## src/design/bole_pkg.sv

```systemverilog
`timescale 1ns / 1ps
// Shared types and constants for the bounded ordered list engine.
// No dependencies; every other file of the block refers to this package.
package bole_pkg;

    // Default number of list positions
    localparam int CAPACITY_DEF = 64;

    // Fixed field widths of the request and response items
    localparam int FUNC_W   = 3;
    localparam int POS_W    = 7;
    localparam int HANDLE_W = 32;

    // All-ones code reported when no position is found
    localparam logic [POS_W-1:0] NOT_FOUND = {POS_W{1'b1}};

    // Requested operation
    typedef enum logic [FUNC_W-1:0] {
        OP_GET        = 3'd0,
        OP_SET        = 3'd1,
        OP_INSERT     = 3'd2,
        OP_APPEND     = 3'd3,
        OP_REMOVE     = 3'd4,
        OP_POP        = 3'd5,
        OP_REMOVE_VAL = 3'd6,
        OP_FIND       = 3'd7
    } op_t;

    // Sequencer states
    typedef enum logic {
        ST_IDLE,
        ST_EXEC
    } state_t;

    // What each cell does with its entry in one cycle
    typedef enum logic [1:0] {
        CELL_HOLD,
        CELL_WRITE,
        CELL_OPEN,
        CELL_CLOSE
    } cell_cmd_t;

    // Control broadcast from the sequencer to every cell
    typedef struct packed {
        cell_cmd_t             cmd;
        logic                  load_match;
        logic [HANDLE_W-1:0]   handle;
    } cell_ctl_t;

endpackage

```

## src/design/bole_cell.sv

```systemverilog
`timescale 1ns / 1ps
// One list position: holds a handle, compares it against a search value and
// shifts to or from its neighbors. Depends on bole_pkg.
module bole_cell #(
    parameter int IDX_W = 6,
    parameter int CNT_W = 7,
    parameter int IDX   = 0
) (
    input  logic                           clk,
    input  bole_pkg::cell_ctl_t            ctl,
    input  logic [IDX_W-1:0]               tgt,
    input  logic [CNT_W-1:0]               count,
    input  logic [bole_pkg::HANDLE_W-1:0]  prev_entry,
    input  logic [bole_pkg::HANDLE_W-1:0]  next_entry,
    output logic [bole_pkg::HANDLE_W-1:0]  entry,
    output logic                           match,
    output logic [bole_pkg::HANDLE_W-1:0]  rd_data
);

    localparam logic [IDX_W-1:0] MY_IDX = IDX_W'(IDX);
    localparam logic [CNT_W-1:0] MY_CNT = CNT_W'(IDX);

    logic [bole_pkg::HANDLE_W-1:0] entry_reg;
    logic [bole_pkg::HANDLE_W-1:0] entry_next;
    logic                          match_reg;
    logic                          at_tgt;
    logic                          above_tgt;

    assign at_tgt    = (MY_IDX == tgt);
    assign above_tgt = (MY_IDX > tgt);

    // Pick the next entry value from the broadcast command
    always_comb
    begin
        entry_next = entry_reg;
        case (ctl.cmd)
            bole_pkg::CELL_WRITE:
            begin
                if (at_tgt)
                begin
                    entry_next = ctl.handle;
                end
            end
            bole_pkg::CELL_OPEN:
            begin
                if (at_tgt)
                begin
                    entry_next = ctl.handle;
                end
                else if (above_tgt)
                begin
                    entry_next = prev_entry;
                end
            end
            bole_pkg::CELL_CLOSE:
            begin
                if (at_tgt || above_tgt)
                begin
                    entry_next = next_entry;
                end
            end
            default:
            begin
                entry_next = entry_reg;
            end
        endcase
    end

    // Hold entry and capture compare result for live positions
    always_ff @(posedge clk)
    begin
        entry_reg <= entry_next;
        if (ctl.load_match)
        begin
            match_reg <= (entry_reg == ctl.handle) && (MY_CNT < count);
        end
    end

    assign entry   = entry_reg;
    assign match   = match_reg;
    assign rd_data = at_tgt ? entry_reg : '0;

endmodule
```

## config.mk

```make
export PLATFORM = sky130hd
export DESIGN_NAME = bole_cell
export DESIGN_NICKNAME = d
export VERILOG_FILES = /design/src/design/bole_pkg.sv /design/src/design/bole_cell.sv
export SDC_FILE = /design/constraint.sdc
export NUM_CORES = 1
export LEC_CHECK = 0
export ABC_AREA = 1
export ABC_CLOCK_PERIOD_IN_PS = 3690
export BUFFER_PORTS_ARGS = -buffer_cell sky130_fd_sc_hd__buf_2
export CORE_UTILIZATION = 43
export DETAILED_ROUTE_END_ITERATION = 16
export PLACE_DENSITY = 0.89
export SLEW_MARGIN = 25
export SYNTH_ARGS = -nofsm -noshare
export SYNTH_HDL_FRONTEND = slang
export SYNTH_SLANG_ARGS = --single-unit
```

## constraint.sdc

```tcl
create_clock -name clk -period 3.69 [get_ports clk]
set_input_delay 0.369 -clock clk [delete_from_list [all_inputs] [get_ports clk]]
set_output_delay 0.369 -clock clk [all_outputs]
set_load 0.01 [all_outputs]
```

==> results.sh <==
export IMPL_status="complete, no violations"
export IMPL_p_sw_uw=377
export IMPL_start_kind="primary input"
export IMPL_fmax_ghz=0.482
export IMPL_seq_power_share_pct=42.9
export IMPL_hpwl_um=6670
export IMPL_grt_pass1_wl_um=13400
export IMPL_finalCritPeriodShare_pct=56.2
export IMPL_rsz0062_at_grt="false"
export IMPL_dieWidth_um=82.2
export IMPL_yosys_top_cells_area="edfxtp_1, nand2_1, nor2_1, inv_1, o211ai_1"
export IMPL_netlist_area_um2=2770
export IMPL_io_pins=178
export IMPL_yosysWarnings=0
export IMPL_crit_path_max_incr_delay_ps=480
export IMPL_p_int_uw=831
export IMPL_power_density_nw_per_um2=317
export IMPL_avgSynthCellArea_um2=6.68
export IMPL_largest_reg_flops=32
export IMPL_drv_slew=0
export IMPL_power_total_mw=1.21
export IMPL_hold_viol_final=0
export IMPL_synth_top_cell_area_share_pct=35.8
export IMPL_synth_common_cells="nand2_1, nor2_1, inv_1, edfxtp_1, nand3_1"
export IMPL_routed_via_density=5.14
export IMPL_layout_drive_gt1_share_pct=33.3
export IMPL_postLayoutCoreUtil_pct=62.8
export IMPL_ys_seq_elements=33
export IMPL_cp_data_required_time_ps=3710
export IMPL_synth_main_ff_cell="edfxtp_1"
export IMPL_whs_ps=287
export IMPL_core_area_um2=6060
export IMPL_drc=0
export IMPL_start_util_pct=45.6
export IMPL_worst_path_max_delay_cell="buf_4"
export IMPL_clock_sinks=33
export IMPL_cts_htree_levels=2
export IMPL_rows=28
export IMPL_setup_viol_count_final=0
export IMPL_postCtsResizedCells=0
export IMPL_cts_hold_buf=0
export IMPL_wl_per_cell_um=13.5
export IMPL_postRouteWirelength_um=8890
export IMPL_vias=3380
export IMPL_synth_net_count=530
export IMPL_yosysTopAreaCell="edfxtp_1"
export IMPL_syn_to_final_growth_pct=37.7
export IMPL_ant_nets=0
export IMPL_worstPathMaxFanout=52
export IMPL_arrival_ps=2090
export IMPL_die_height_um=82.2
export IMPL_root_buffer="clkbuf_8"
export IMPL_firstDrtPassIters=4
export IMPL_cts_buffers=5
export IMPL_layout_setup_ws_ps=1620
export IMPL_finalCriticalPeriod_ps=2070
export IMPL_setup_tns_final_ps=0
export IMPL_maxCapViolCount=0
export IMPL_grt_pass1_vias=3129
export IMPL_place_ws_ps=1170
export IMPL_worstMarginPinSlew_ps=758
export IMPL_path_cells="buf_2 > nor2_2 > nand3_4 > clkinv_2 > buf_4 > nand2_1 > o211ai_1 > nand3_1"
export IMPL_finClkSkew_ps=5.54
export IMPL_yosysUniqueCellTypes=25
export IMPL_io_buffers=177
export IMPL_final_nets=698
export IMPL_p_comb_share_pct=29.6
export IMPL_cts_tree="built"
export IMPL_postCtsSetupBuffers=0
export IMPL_sw_frac_of_total_pct=31.2
export IMPL_slew_headroom_pct=49.4
export IMPL_async_reset_ff_share_pct=0
export IMPL_p_leak_nw=2.07
export IMPL_rrSetupSlack_ps=2330
export IMPL_fp_dieArea_um2=6760
export IMPL_min_path_type="primary input to register"
export IMPL_overflow=0
export IMPL_place_gp_congestion=0.861
export IMPL_diodes=0
export IMPL_clk_latency_ps=280
export IMPL_min_delay_path_depth=1
export IMPL_drt_iter0_markers=202
export IMPL_rr_worst_depth=7
export IMPL_path_clk_slew_ps=70
export IMPL_yosysSeqAreaShare_pct=35.8
export IMPL_clkPwrFrac_pct=27.4
export IMPL_grt_max_degree=53
export IMPL_antenna_found_initial=0
export IMPL_synth_edf_count=33
export IMPL_cts_buffer_depth=2
export IMPL_synth_cells=414
export IMPL_cp_end_kind="register"
export IMPL_ir_worst_vdd_mv=0.181
export IMPL_synth_most_common_cell="nand2_1"
export IMPL_track_usage_pct=26.3
export IMPL_crit_type="primary input to register"
-- cell usage in the layout, fill, tap and decap left out, drive strengths merged --
master and instances:
a21boi 12, a2bb2oi 1, buf 181, bufinv 1, clkbuf 6, clkinv 2, edfxtp 33, ha 3
inv 55, nand2 136, nand3 24, nor2 67, nor2b 1, nor3 2, o211ai 20, o21ai 27
xnor2 11, xor2 1
-- critical path: cells and delay by family --
| family | cells | cell delay [ps] |
|---|---|---|
| simple gates | 4 | 800 |
| buf+inv | 3 | 780 |
| compound gates | 1 | 120 |
-- per-stage QoR --
stage	area, um2	instances
2_1_floorplan	2770	414
3_3_place_gp	3670	649
3_5_place_dp	3670	649
4_1_cts	3780	657
5_1_grt	3810	658
6_report	3810	658
-- layer usage --
layer | vias to the layer above | part of all wire [%] | track usage, %
met2 | 181 | 51 | 50.4
met3 | 14 | 7.0 | 4.51
met1 | 1531 | 40 | 29.2
met4 | 0 | 1.5 | 8.25
met5 | - | 0 | 0
li1 | 1654 | - | -
-- final timing paths --
path                  start         to
setup reg to reg  entry[23]      match
hold / removal      ctl[32]      match
hold reg to reg    entry[7]      match
setup / recovery     tgt[2]  entry[17]
-- area by class of cell --
type                    instances  area [um2]
fillers                       572        2250
multi-input cells             305        1470
flip-flops and latches         33         991
repair buffers                181         936
inverters                      56         211
well taps                      75        93.8
clock buffers                   6        72.6
clock inverters                 2        33.8
-- power by group through the flow --
stage	combinational [mW]	clock [mW]	sequential [mW]
final	0.358	0.331	0.518
after global routing	0.400	0.350	0.525
after CTS	0.351	0.340	0.518
after detailed placement	0.349	0	0.526
after global placement	0.339	0	0.523
after floorplan	0.163	0	0.543
-- kinds of logic (layout without fill, tap and decap cells) --
kind of cell	Yosys count	in the layout	share of synthesized area (%)
AOI/OAI and AO/OA	60	60	13.9
xor gates and xnor gates	12	12	3.80
adders and majority gates	3	3	1.36
buffers and inverters	76	245	11.6
DFF	33	33	35.8
and+or+nand+nor	230	230	33.5
(Power assumes the default switching activity.)
